--- src/axsd_pkg.sv ---
`default_nettype none
package axsd_pkg;

    localparam int AES_ROUNDS = 10;
    localparam int MAX_SECTOR_BLOCKS = 4096;
    localparam int CFG_IDX_W = 3;
    localparam int CFG_DATA_W = 64;
    localparam int BPS_W = 13;
    localparam int BIS_W = 12;
    localparam int ROUND_W = 4;

    localparam logic [CFG_IDX_W-1:0] REG_DATA_KEY_HIGH = 3'd0;
    localparam logic [CFG_IDX_W-1:0] REG_DATA_KEY_LOW = 3'd1;
    localparam logic [CFG_IDX_W-1:0] REG_TWEAK_KEY_HIGH = 3'd2;
    localparam logic [CFG_IDX_W-1:0] REG_TWEAK_KEY_LOW = 3'd3;
    localparam logic [CFG_IDX_W-1:0] REG_START_SECTOR_HIGH = 3'd4;
    localparam logic [CFG_IDX_W-1:0] REG_START_SECTOR_LOW = 3'd5;
    localparam logic [CFG_IDX_W-1:0] REG_BLOCKS_PER_SECTOR = 3'd6;

    typedef struct packed {
        logic        restart;
        logic [63:0] cipher_high;
        logic [63:0] cipher_low;
    } in_item_t;

    typedef struct packed {
        logic [63:0] plain_high;
        logic [63:0] plain_low;
    } out_item_t;

    typedef struct packed {
        logic load_block;
        logic dkey_init;
        logic dkey_step;
        logic tweak_init;
        logic tweak_round;
        logic data_init;
        logic data_round;
        logic finish;
    } axsd_cmd_t;

    typedef struct packed {
        logic need_dkey;
        logic need_tweak;
    } axsd_stat_t;

    localparam logic [7:0] SBOX [256] = '{
        8'h63,8'h7c,8'h77,8'h7b,8'hf2,8'h6b,8'h6f,8'hc5,8'h30,8'h01,8'h67,8'h2b,8'hfe,8'hd7,8'hab,8'h76,
        8'hca,8'h82,8'hc9,8'h7d,8'hfa,8'h59,8'h47,8'hf0,8'had,8'hd4,8'ha2,8'haf,8'h9c,8'ha4,8'h72,8'hc0,
        8'hb7,8'hfd,8'h93,8'h26,8'h36,8'h3f,8'hf7,8'hcc,8'h34,8'ha5,8'he5,8'hf1,8'h71,8'hd8,8'h31,8'h15,
        8'h04,8'hc7,8'h23,8'hc3,8'h18,8'h96,8'h05,8'h9a,8'h07,8'h12,8'h80,8'he2,8'heb,8'h27,8'hb2,8'h75,
        8'h09,8'h83,8'h2c,8'h1a,8'h1b,8'h6e,8'h5a,8'ha0,8'h52,8'h3b,8'hd6,8'hb3,8'h29,8'he3,8'h2f,8'h84,
        8'h53,8'hd1,8'h00,8'hed,8'h20,8'hfc,8'hb1,8'h5b,8'h6a,8'hcb,8'hbe,8'h39,8'h4a,8'h4c,8'h58,8'hcf,
        8'hd0,8'hef,8'haa,8'hfb,8'h43,8'h4d,8'h33,8'h85,8'h45,8'hf9,8'h02,8'h7f,8'h50,8'h3c,8'h9f,8'ha8,
        8'h51,8'ha3,8'h40,8'h8f,8'h92,8'h9d,8'h38,8'hf5,8'hbc,8'hb6,8'hda,8'h21,8'h10,8'hff,8'hf3,8'hd2,
        8'hcd,8'h0c,8'h13,8'hec,8'h5f,8'h97,8'h44,8'h17,8'hc4,8'ha7,8'h7e,8'h3d,8'h64,8'h5d,8'h19,8'h73,
        8'h60,8'h81,8'h4f,8'hdc,8'h22,8'h2a,8'h90,8'h88,8'h46,8'hee,8'hb8,8'h14,8'hde,8'h5e,8'h0b,8'hdb,
        8'he0,8'h32,8'h3a,8'h0a,8'h49,8'h06,8'h24,8'h5c,8'hc2,8'hd3,8'hac,8'h62,8'h91,8'h95,8'he4,8'h79,
        8'he7,8'hc8,8'h37,8'h6d,8'h8d,8'hd5,8'h4e,8'ha9,8'h6c,8'h56,8'hf4,8'hea,8'h65,8'h7a,8'hae,8'h08,
        8'hba,8'h78,8'h25,8'h2e,8'h1c,8'ha6,8'hb4,8'hc6,8'he8,8'hdd,8'h74,8'h1f,8'h4b,8'hbd,8'h8b,8'h8a,
        8'h70,8'h3e,8'hb5,8'h66,8'h48,8'h03,8'hf6,8'h0e,8'h61,8'h35,8'h57,8'hb9,8'h86,8'hc1,8'h1d,8'h9e,
        8'he1,8'hf8,8'h98,8'h11,8'h69,8'hd9,8'h8e,8'h94,8'h9b,8'h1e,8'h87,8'he9,8'hce,8'h55,8'h28,8'hdf,
        8'h8c,8'ha1,8'h89,8'h0d,8'hbf,8'he6,8'h42,8'h68,8'h41,8'h99,8'h2d,8'h0f,8'hb0,8'h54,8'hbb,8'h16
    };

    localparam logic [7:0] RCON [10] = '{
        8'h01,8'h02,8'h04,8'h08,8'h10,8'h20,8'h40,8'h80,8'h1b,8'h36
    };

    function automatic logic [7:0] inv_sbox(input logic [7:0] v);
        logic [7:0] r;
        r = 8'h00;
        for (int i = 0; i < 256; i++)
        begin
            if (SBOX[i] == v)
            begin
                r = i[7:0];
            end
        end
        return r;
    endfunction

    function automatic logic [7:0] xtime(input logic [7:0] a);
        return {a[6:0], 1'b0} ^ (a[7] ? 8'h1b : 8'h00);
    endfunction

    // one AES-128 key schedule step: round key r-1 -> round key r
    function automatic logic [127:0] key_step(input logic [127:0] k, input logic [3:0] r);
        logic [31:0] t;
        logic [31:0] w0, w1, w2, w3;
        t = {SBOX[k[23:16]] ^ RCON[r - 4'd1], SBOX[k[15:8]], SBOX[k[7:0]], SBOX[k[31:24]]};
        w0 = k[127:96] ^ t;
        w1 = k[95:64] ^ w0;
        w2 = k[63:32] ^ w1;
        w3 = k[31:0] ^ w2;
        return {w0, w1, w2, w3};
    endfunction

    // inverse step: round key r -> round key r-1
    function automatic logic [127:0] key_unstep(input logic [127:0] k, input logic [3:0] r);
        logic [31:0] t;
        logic [31:0] w0, w1, w2, w3;
        w3 = k[31:0] ^ k[63:32];
        w2 = k[63:32] ^ k[95:64];
        w1 = k[95:64] ^ k[127:96];
        t = {SBOX[w3[23:16]] ^ RCON[r - 4'd1], SBOX[w3[15:8]], SBOX[w3[7:0]], SBOX[w3[31:24]]};
        w0 = k[127:96] ^ t;
        return {w0, w1, w2, w3};
    endfunction

    function automatic logic [7:0] byte_of(input logic [127:0] s, input int i);
        return s[127 - 8*i -: 8];
    endfunction

    function automatic logic [127:0] enc_round(input logic [127:0] s, input logic last);
        logic [7:0] t [16];
        logic [127:0] o;
        logic [7:0] a0, a1, a2, a3, al;
        for (int c = 0; c < 4; c++)
        begin
            for (int i = 0; i < 4; i++)
            begin
                t[i + 4*c] = SBOX[byte_of(s, i + 4*((c + i) & 3))];
            end
        end
        for (int c = 0; c < 4; c++)
        begin
            a0 = t[4*c]; a1 = t[4*c+1]; a2 = t[4*c+2]; a3 = t[4*c+3];
            al = a0 ^ a1 ^ a2 ^ a3;
            if (!last)
            begin
                t[4*c]   = a0 ^ al ^ xtime(a0 ^ a1);
                t[4*c+1] = a1 ^ al ^ xtime(a1 ^ a2);
                t[4*c+2] = a2 ^ al ^ xtime(a2 ^ a3);
                t[4*c+3] = a3 ^ al ^ xtime(a3 ^ a0);
            end
        end
        for (int i = 0; i < 16; i++)
        begin
            o[127 - 8*i -: 8] = t[i];
        end
        return o;
    endfunction

    function automatic logic [127:0] inv_shift_sub(input logic [127:0] s);
        logic [127:0] o;
        for (int c = 0; c < 4; c++)
        begin
            for (int i = 0; i < 4; i++)
            begin
                o[127 - 8*(i + 4*c) -: 8] = inv_sbox(byte_of(s, i + 4*((c - i + 4) & 3)));
            end
        end
        return o;
    endfunction

    function automatic logic [127:0] inv_mix(input logic [127:0] s);
        logic [127:0] o;
        logic [7:0] a [4];
        logic [7:0] x2 [4];
        logic [7:0] x4 [4];
        logic [7:0] x8 [4];
        logic [7:0] m9 [4];
        logic [7:0] mb [4];
        logic [7:0] md [4];
        logic [7:0] me [4];
        for (int c = 0; c < 4; c++)
        begin
            for (int i = 0; i < 4; i++)
            begin
                a[i] = byte_of(s, 4*c + i);
                x2[i] = xtime(a[i]);
                x4[i] = xtime(x2[i]);
                x8[i] = xtime(x4[i]);
                m9[i] = x8[i] ^ a[i];
                mb[i] = x8[i] ^ x2[i] ^ a[i];
                md[i] = x8[i] ^ x4[i] ^ a[i];
                me[i] = x8[i] ^ x4[i] ^ x2[i];
            end
            o[127 - 8*(4*c)   -: 8] = me[0] ^ mb[1] ^ md[2] ^ m9[3];
            o[127 - 8*(4*c+1) -: 8] = m9[0] ^ me[1] ^ mb[2] ^ md[3];
            o[127 - 8*(4*c+2) -: 8] = md[0] ^ m9[1] ^ me[2] ^ mb[3];
            o[127 - 8*(4*c+3) -: 8] = mb[0] ^ md[1] ^ m9[2] ^ me[3];
        end
        return o;
    endfunction

    function automatic logic [127:0] gf_double(input logic [127:0] t);
        logic [7:0] b [16];
        logic [7:0] o [16];
        logic [127:0] r;
        for (int i = 0; i < 16; i++)
        begin
            b[i] = byte_of(t, i);
        end
        for (int i = 1; i < 16; i++)
        begin
            o[i] = {b[i][6:0], b[i-1][7]};
        end
        o[0] = {b[0][6:0], 1'b0} ^ (b[15][7] ? 8'h87 : 8'h00);
        for (int i = 0; i < 16; i++)
        begin
            r[127 - 8*i -: 8] = o[i];
        end
        return r;
    endfunction

endpackage
`default_nettype wire

--- src/axsd_ctrl.sv ---
`default_nettype none
module axsd_ctrl
(
    input  wire                    clk,
    input  wire                    rst_n,
    input  wire                    in_valid,
    output logic                   in_ready,
    output logic                   out_valid,
    input  wire                    out_ready,
    input  axsd_pkg::axsd_stat_t   stat,
    output axsd_pkg::axsd_cmd_t    cmd
);
    import axsd_pkg::*;

    localparam logic [2:0] ST_IDLE = 3'd0;
    localparam logic [2:0] ST_TWEAK = 3'd1;
    localparam logic [2:0] ST_DINIT = 3'd2;
    localparam logic [2:0] ST_DATA = 3'd3;
    localparam logic [2:0] ST_DONE = 3'd4;
    localparam logic [2:0] ST_DKEY = 3'd5;

    logic [2:0]         state_reg, state_next;
    logic [ROUND_W-1:0] round_reg, round_next;
    logic               out_valid_reg, out_valid_next;

    assign in_ready = (state_reg == ST_IDLE);
    assign out_valid = out_valid_reg;

    always_comb
    begin
        state_next = state_reg;
        round_next = round_reg;
        out_valid_next = out_valid_reg && !out_ready;
        cmd = '0;
        unique case (state_reg)
            ST_IDLE:
            begin
                if (in_valid && in_ready)
                begin
                    cmd.load_block = 1'b1;
                    state_next = stat.need_dkey ? ST_DKEY : ST_TWEAK;
                end
            end
            ST_DKEY:
            begin
                if (round_reg == '0)
                begin
                    cmd.dkey_init = 1'b1;
                    round_next = 4'd1;
                end
                else
                begin
                    cmd.dkey_step = 1'b1;
                    if (round_reg == AES_ROUNDS[ROUND_W-1:0])
                    begin
                        round_next = '0;
                        state_next = ST_TWEAK;
                    end
                    else
                    begin
                        round_next = round_reg + 4'd1;
                    end
                end
            end
            ST_TWEAK:
            begin
                if (!stat.need_tweak)
                begin
                    state_next = ST_DINIT;
                end
                else if (round_reg == '0)
                begin
                    cmd.tweak_init = 1'b1;
                    round_next = 4'd1;
                end
                else
                begin
                    cmd.tweak_round = 1'b1;
                    if (round_reg == AES_ROUNDS[ROUND_W-1:0])
                    begin
                        round_next = '0;
                        state_next = ST_DINIT;
                    end
                    else
                    begin
                        round_next = round_reg + 4'd1;
                    end
                end
            end
            ST_DINIT:
            begin
                cmd.data_init = 1'b1;
                round_next = 4'd1;
                state_next = ST_DATA;
            end
            ST_DATA:
            begin
                cmd.data_round = 1'b1;
                if (round_reg == AES_ROUNDS[ROUND_W-1:0])
                begin
                    round_next = '0;
                    state_next = ST_DONE;
                end
                else
                begin
                    round_next = round_reg + 4'd1;
                end
            end
            ST_DONE:
            begin
                if (!out_valid_reg || out_ready)
                begin
                    cmd.finish = 1'b1;
                    out_valid_next = 1'b1;
                    state_next = ST_IDLE;
                end
            end
            default:
            begin
                state_next = ST_IDLE;
            end
        endcase
    end

    always_ff @(posedge clk or negedge rst_n)
    begin
        if (!rst_n)
        begin
            state_reg <= ST_IDLE;
            round_reg <= '0;
            out_valid_reg <= 1'b0;
        end
        else
        begin
            state_reg <= state_next;
            round_reg <= round_next;
            out_valid_reg <= out_valid_next;
        end
    end

endmodule
`default_nettype wire

--- config.mk ---
export PLATFORM = sky130hd
export DESIGN_NAME = axsd_ctrl
export DESIGN_NICKNAME = d
export VERILOG_FILES = /design/src/axsd_pkg.sv /design/src/axsd_ctrl.sv
export SDC_FILE = /design/constraint.sdc
export NUM_CORES = 1
export LEC_CHECK = 0
export BUFFER_PORTS_ARGS = -buffer_cell sky130_fd_sc_hd__buf_2
export CORE_AREA = 3 3 40 42
export DETAILED_ROUTE_END_ITERATION = 12
export DIE_AREA = 0 0 43 45
export GPL_ROUTABILITY_DRIVEN = 1
export GPL_TIMING_DRIVEN = 0
export HOLD_SLACK_MARGIN = 0.15
export MAX_ROUTING_LAYER = met4
export PLACE_DENSITY = 0.77
export SLEW_MARGIN = 20
export SYNTH_ARGS = -nofsm -noshare
export SYNTH_HDL_FRONTEND = slang
export SYNTH_SLANG_ARGS = --single-unit
--- constraint.sdc ---
create_clock -name clk -period 2.2 [get_ports clk]
set_clock_uncertainty 0.2 [all_clocks]
set_input_delay 0.44 -clock clk [delete_from_list [all_inputs] [get_ports clk]]
set_output_delay 0.44 -clock clk [all_outputs]
set_load 0.05 [all_outputs]
======== After elaboration in Yosys (flattened, before gate mapping) ========
Index checks and enable logic that the tools add are counted.
cells by class
  add/subtract/negate cells ............... 1
  equality and inequality tests ........... 14
  multiplexer cells ....................... 27
  reduce and logical (&&, ||, !) cells .... 10
operators with widths
  cell                                                                   count
  3-bit two-way mux                                                      9
  3-bit one-hot mux with 6 select lines                                  1
  4-bit one-hot mux with 4 select lines                                  1
  4-bit two-way mux                                                      3
  1-bit two-way mux                                                      10
  2-bit != test, second input constant                                   5
  7-bit AND reduction                                                    1
  3-bit by 2-bit equality test with 1-bit output, second input constant  2
  3-bit equality test, second input constant                             2
  2-bit two-way mux                                                      3
  3-bit != test, second input constant                                   2
  4-bit by 1-bit adder with 4-bit output, second input constant          1
  4-bit equality test, second input constant                             1
  4-bit logical NOT                                                      1
  4-bit nonzero test                                                     1
  3-bit by 1-bit equality test with 1-bit output, second input constant  1
  3-bit logical NOT                                                      1
  1-bit logical AND                                                      2
  1-bit logical NOT                                                      2
  2-bit by 1-bit != test with 1-bit output, second input constant        1
  2-bit AND reduction                                                    1
  1-bit logical OR                                                       1
word-level totals
  register bits after elaboration ......... 8
  input port bits ......................... 6
  output and inout port bits .............. 10
  word-level logic and storage cells ...... 55

======== Logic depth before layout (Yosys ltp) ========
Gate-level depths: netlist of run 1.
  depth after elaboration ................. 5
  mapped depth ............................ 6

======== Least setup slack after synthesis of run 1 ========
Ideal clock, no wire load.
  path kind ............................... register to output
  start ................................... register state_reg[2]
  end ..................................... output port cmd[7] (netlist bit)
  arrival ................................. 2.286 ns
  setup slack ............................. -0.726 ns
  stages on the path, launching flop included .. 4
  buffers on the path ..................... 1
  cell sequence ........................... dfrtp_1 -> clkbuf_1 -> nor3_1 -> and2_1
RTL lines
  what                      line              source
  start: declaration        axsd_ctrl.sv:22   logic [2:0] state_reg, state_next;
  start signal: assignment  axsd_ctrl.sv:135  state_reg <= state_next;
  end: declaration          axsd_ctrl.sv:11   output axsd_pkg::axsd_cmd_t cmd

==> impl_results.md, run 1 <==
- Startpoint type of the worst setup path: flip-flop
- Peak ir drop on the vdd network: 0.000653 V
- I/O pin total: 16
- GRT Overall Usage: 0.168
- Data arrival time of the critical path: 1.50 ns
- Transition time at the pin with the least slew margin: 0.429 ns
- Detailed Place HPWL: 1070 um
- Number of placement rows: 13
- Routed len/inst: 13.2 um
- Maximum number of buffers from clock root to sink: 2
- Final ANT Viol Nets: 0
- Class of the tightest hold or removal check: primary input to flip-flop
- Clock Pin Slew Worst Setup and Hold Paths: 0.06 ns
- Max H-tree Level: 1
- Antenna violations before repair: 0
- Clock buffer count from CTS: 3
- Count of unresolved DRC violations after routing: 0
- Category of the most critical setup path: flip-flop to output pin
- Worst setup slack before clock tree synthesis: 0.254 ns
- Required time worst endpoint: 1.56 ns
- Pre-antenna DRT Iters: 4
- Cell-by-cell trace of the critical path: clkbuf_4, inv_1, nor2_1, nand3b_1, nor2_1, buf_2
- Final Net Count: 104
- Proportion of synthesized chip area in sequential cells: 0.333
- Maximum clock frequency: 0.466 GHz
- Yosys reg bits: 8
- Final RePlAce weighted congestion: 0.794
- Final wirelength: 1430 um
- Worst path slowest cell: dfrtp_1
- Initial standard-cell utilization of the core: 0.467
- Clock root buffer: clkbuf_4
- Number of violations reported at the end of detailed-routing iteration 0: 11
- Post-route clock period utilization: 0.975
- Cell count after synthesis: 73
- Largest net degree at the start of global routing: 11
- Final max-slew violation count: 0
- Kind of end point of the critical path: output pin
- CTS tree: done
- Highest cell delay on the worst timing path: 0.33 ns
- IO Port Bufs: 15
- Area of the mapped netlist: 601 um2
- Most common cell on crit path: nor2_1
- Core Box Area: 1280 um2
- Synth top area share: 0.333
- DIE HEIGHT: 45 um
- Cell types with the largest area share after synthesis: dfrtp_1, nor2_1, ha_1, a21oi_1, nand2_1
- Avg Synthesized Cell Area: 8.23 um2
- First-pass GRT wire length: 2300 um
- Critical Path Fanout Max: 10
- Number of nets in the synthesized netlist: 82
- Minimum clock period: 2.14 ns
- Final setup violating endpoints: 0
- Min setup slack post-route: 0.0552 ns
- Detail-routed via count per cell: 5.48
- Total power density per cell area: 1330 nW/um2
- Leak Pwr: 0.391 nW
- Via count of the routed design: 592
- Sum of overflow across all layers after global routing: 0
- Filler Cell Count: 127
- Number of global-route vias before repair: 574
- Count of antenna diodes in the layout: 0
- Setup tns final: 0 ns
- Final Hold Vio Count: 0
- Number of maximum-capacitance violations: 0
- Layout area overhead: 26.7%
- Count of distinct cell types in the synthesized netlist: 30
- Total die area: 1940 um2
- Clock Latency Late Sink: 0.26 ns
- Status: complete, no violations
- Horiz. Die Dim: 43 um
- Post-layout utilization of the core: 0.592
- Tightest slew margin relative to the limit: 0.713
- Fraction of final layout cells sized beyond drive strength 1: 0.312
- Cell type with the largest total area after synthesis: dfrtp_1
- Max reg flops: 4
- Number of clock sinks seen by CTS: 8
- Number of warnings printed during yosys synthesis: 0
[stage by stage]
step                      hold slack [ns]  cell area (um2)  total power (W)  instances
final                               0.306              761          0.00101        108
after CTS                           0.301              741         0.000995        107
after detailed placement           0.0962              707         0.000870        103
after global routing                0.306              761          0.00109        108
after floorplan                   -0.0556              613         0.000746         73
after global placement             0.0892              707         0.000847        103
[worst paths after layout]
| path | start | endpoint | slack, ns | cells after the start |
|---|---|---|---|---|
| worst max-delay path | state_reg[0]$_DFFE_PN0P_ | cmd[4] | 0.06 | 6 |
| worst min-delay path | out_ready | out_valid$_DFF_PN0_ | 0.31 | 3 |
| worst max register to register | state_reg[1]$_DFFE_PN0P_ | round_reg[1]$_DFFE_PN0P_ | 0.52 | 5 |
| worst min register to register | out_valid$_DFF_PN0_ | out_valid$_DFF_PN0_ | 0.35 | 2 |
| max in group asynchronous | rst_n | round_reg[3]$_DFFE_PN0P_ | 1.26 | 2 |
| min in group asynchronous | rst_n | out_valid$_DFF_PN0_ | 0.36 | 2 |
[per-layer routing]
layer	track usage	vias up	wire, um
met4	0.0723	0	28
li1	-	296	-
met5	-	-	0
met2	0.296	18	704
met1	0.168	274	616
met3	0.0598	4	77
[cell usage after synthesis]
master,number
nand2b_4,1
or2_2,1
and3_1,2
nor2_1,12
dfrtp_1,8
a221oi_1,1
inv_1,4
a2111oi_2,1
o31ai_1,2
or3_1,2
mux2i_1,1
buf_6,1
nand2_1,6
o21ai_0,4
buf_2,1
clkbuf_1,1
nand2b_1,2
and2_1,2
a21oi_1,6
and3b_1,1
a21o_1,1
or3b_1,1
o21a_4,1
nor2b_1,1
nand3_1,1
nor4_1,1
nand3b_1,2
ha_1,3
a21oi_2,1
nor3_1,2
[layout by cell type (no fill, tap or decap), types with 2 or more instances in the layout]
cell      count
nor2_1       12
buf_2        11
dfrtp_1       8
clkbuf_4      7
nand2_1       6
a21oi_1       6
inv_1         4
o21ai_0       4
ha_1          3
nand2b_1      2
nand3b_1      2
and3_1        2
o31ai_1       2
or3_1         2
buf_4         2
[cell families after synthesis]
family,after synthesis,synth area share
adder cells (fa/ha/maj),3,0.0625
AO/OA/AOI/OAI,17,0.200
AND/OR/NAND/NOR,37,0.329
multiplexers,1,0.0167
flip-flops,8,0.333
buffers and inverters,7,0.0583
[final cells by class]
type                    instances  area [um2]  share of cell area
multi-input cells              58         378               0.497
well taps                      15        18.8              0.0247
plain buffers                   3        23.8              0.0312
repair buffers                 17         103               0.135
flip-flops and latches          8         200               0.263
clock buffers                   3        22.5              0.0296
inverters                       4        15.0              0.0197
[where the power goes]
part	internal, W	total (W)	switching, W
clock network	0.0000627	0.000118	0.0000548
logic	0.000245	0.000639	0.000394
registers	0.000204	0.000258	0.0000542
[critical path: cells and delay by family, from the launching register on]
kind / cells / cell delay [ns]
buffers and inverters: 3 / 0.55
flip-flops: 1 / 0.33
AND/OR/NAND/NOR: 3 / 0.37
[timing repair]
action,4_1_cts,5_1_grt
endpoints found under the hold margin,8,0
hold buffers,1,0
resized for setup,1,6
setup buffers,0,1
setup endpoints to repair,3,5
Note: power is estimated with default switching activity, not from simulation.
==> inputs of run 2 (changes only) <==
--- a/config.mk
+++ b/config.mk
@@ -6,14 +6,15 @@
 export NUM_CORES = 1
 export LEC_CHECK = 0
 export BUFFER_PORTS_ARGS = -buffer_cell sky130_fd_sc_hd__buf_2
-export CORE_AREA = 3 3 40 42
+export CORE_MARGIN = 3
+export CORE_UTILIZATION = 44
 export DETAILED_ROUTE_END_ITERATION = 12
-export DIE_AREA = 0 0 43 45
 export GPL_ROUTABILITY_DRIVEN = 1
 export GPL_TIMING_DRIVEN = 0
 export HOLD_SLACK_MARGIN = 0.15
 export MAX_ROUTING_LAYER = met4
-export PLACE_DENSITY = 0.77
+export PLACE_DENSITY = 0.78
+export RECOVER_POWER = 50
 export SLEW_MARGIN = 20
 export SYNTH_ARGS = -nofsm -noshare
 export SYNTH_HDL_FRONTEND = slang
==> constraint.sdc (replaced) <==
create_clock -name clk -period 1.7 [get_ports clk]
set_clock_uncertainty 0.2 [all_clocks]
set_input_delay 0.34 -clock clk [delete_from_list [all_inputs] [get_ports clk]]
set_output_delay 0.34 -clock clk [all_outputs]
set_load 0.05 [all_outputs]
==> run 2 against run 1 <==
Against the previous run: the flow now finishes with violations (setup timing); register-to-register slack worse by 0.72 ns; die area is 4.7% lower; critical endpoint is now cmd[7]; largest power group unchanged; power is 100% higher; worst hold slack better by 0.016 ns; wire length is 120% higher; via count is 40% higher; global-route usage is 4.7 points higher.
==> impl_results.md, run 2 (synthesis gave the netlist of run 1 again) <==
- Peak ir drop on the vdd network: 0.00122 V
- Commonest non-fill, non-tap cells in the layout: buf_4, buf_8, nor2_4
- Highest cell delay on the worst timing path: 0.43 ns
- Most frequent standard cell in the layout excluding fill and tap cells: buf_4
- Routed len/inst: 24.5 um
- Number of maximum-capacitance violations: 0
- Max reg flops: 4
- Final ANT Viol Nets: 0
- CP startpoint: state_reg[2]$_DFFE_PN0P_
- CTS tree: done
- Pre-antenna DRT Iters: 4
- I/O pin total: 16
- Clock root buffer: clkbuf_4
- First-pass GRT wire length: 2900 um
- Critical Path Fanout Max: 3
- Number of violations reported at the end of detailed-routing iteration 0: 26
- Required time worst endpoint: 1.16 ns
- Post-route insts no fill: 126
- Count of unresolved DRC violations after routing: 0
- Setup slack on the worst flop-to-flop path: -0.20 ns
- Violated checks: setup timing
- Number of global-route vias before repair: 640
- Critical register-to-register path startpoint: state_reg[2]$_DFFE_PN0P_
- Via count of the routed design: 826
- GRT Overall Usage: 0.215
- Fraction of final layout cells sized beyond drive strength 1: 0.598
- Total area of multi-input combinational cells: 493 um2
- Maximum clock frequency: 0.496 GHz
- DIE HEIGHT: 42.9 um
- Max H-tree Level: 1
- Detail-routed via count per cell: 6.56
- IO Port Bufs: 15
- Worst path slowest cell: dfrtp_2
- Filler Cell Count: 33
- Transition time at the pin with the least slew margin: 0.475 ns
- Final setup violating endpoints: 16
- Minimum clock period: 2.02 ns
- Total power density per cell area: 1820 nW/um2
- Final RePlAce weighted congestion: 0.805
- Detailed Place HPWL: 1050 um
- Initial standard-cell utilization of the core: 0.506
- Power after layout: 0.00203 W
- Number of clock sinks seen by CTS: 8
- Final Hold Vio Count: 0
- Post-route clock period utilization: 1.19
- Clock Pin Slew Worst Setup and Hold Paths: 0.08 ns
- Largest net degree at the start of global routing: 10
- Data arrival time of the critical path: 1.48 ns
- Unrepaired setup endpoints after global routing: yes
- Most common cell on crit path: buf_8
- Final Net Count: 122
- Category of the most critical setup path: flip-flop to output pin
- Clock buffer count from CTS: 3
- Min setup slack post-route: -0.318 ns
- Count of antenna diodes in the layout: 0
- Kind of end point of the critical path: output pin
- Startpoint type of the worst setup path: flip-flop
- Layout area overhead: 86.5%
- Hold Crit Start: stat[1]
- Area taken by flip-flops and latches: 203 um2
- Final max-slew violation count: 0
- Clock Latency Late Sink: 0.28 ns
- Number of placement rows: 12
- # placed instances: 102
- Final Hold Slack: 0.323 ns
- Core Box Area: 1190 um2
- Leak Pwr: 0.504 nW
- Final wirelength: 3090 um
- Sum of overflow across all layers after global routing: 0
- Class of the tightest hold or removal check: primary input to flip-flop
- Status: finished, violations left
- Horiz. Die Dim: 42.9 um
- Tightest slew margin relative to the limit: 0.683
- Maximum number of buffers from clock root to sink: 2
- Total die area: 1840 um2
- Cell-by-cell trace of the critical path: buf_8, buf_6, nor3_4, and2_4, buf_8
- Antenna violations before repair: 0
-- run 2: changes by cell type in the layout (fill, tap and decap cells not counted), moves of 4 or more --
cell / delta
buf_2: -6
nor2_4: +8
clkbuf_4: -4
buf_8: +9
nor2_1: -10
buf_4: +13
buf_6: +6
-- run 2: per-layer routing --
metal,wire length (um),up-vias,track usage
li1,-,332,-
met1,1070,387,0.244
met2,1500,75,0.371
met3,308,32,0.0636
met4,210,0,0.0482
met5,0,-,-
-- run 2: path summary, 6_finish.rpt --
path	end	cells after the start
max	cmd[7]	5
min	state_reg[2]$_DFFE_PN0P_	3
max reg2reg	state_reg[2]$_DFFE_PN0P_	7
min reg2reg	round_reg[0]$_DFFE_PN0P_	2
max in group asynchronous	out_valid$_DFF_PN0_	2
min in group asynchronous	round_reg[0]$_DFFE_PN0P_	2
-- run 2: layout make-up --
class / count / share of cell area
multi-input combinational: 58 / 0.440
timing repair buffer: 35 / 0.293
sequential: 8 / 0.181
buffer: 3 / 0.0335
clock buffer: 4 / 0.0235
tap: 14 / 0.0156
inverter: 4 / 0.0134
-- run 2: critical path: cells and delay by family (launching register included) --
kind	cells	cell delay, ns
buffers and inverters	3	0.38
and+or+nand+nor	2	0.37
DFF	1	0.43
-- run 2: report_power, final --
part           total (W)  internal, W  switching (W)
combinational    0.00151     0.000655       0.000851
sequential      0.000345     0.000264      0.0000812
clock           0.000183    0.0000910      0.0000919
total            0.00203      0.00101        0.00102
-- run 2: per-stage QoR --
stage                     utilization  setup TNS, ns  area [um2]  setup slack (ns)
after global placement          0.638         -0.423         757            -0.127
after detailed placement        0.638         -0.449         757            -0.138
after CTS                       0.812          -1.57         963            -0.255
after floorplan                     -         -0.214         664            -0.208
after global routing            0.944          -4.14        1120            -0.366
final                           0.944          -3.45        1120            -0.318
-- run 2: repair_timing --
item | 4_1_cts | 5_1_grt
hold endpoints to repair | 8 | 0
buffers inserted | 6 | 14
setup endpoints to repair | 10 | 14
gates resized for setup | 38 | 19
pin swaps | 5 | 16
hold buffers | 1 | 0
gates cloned | 0 | 0
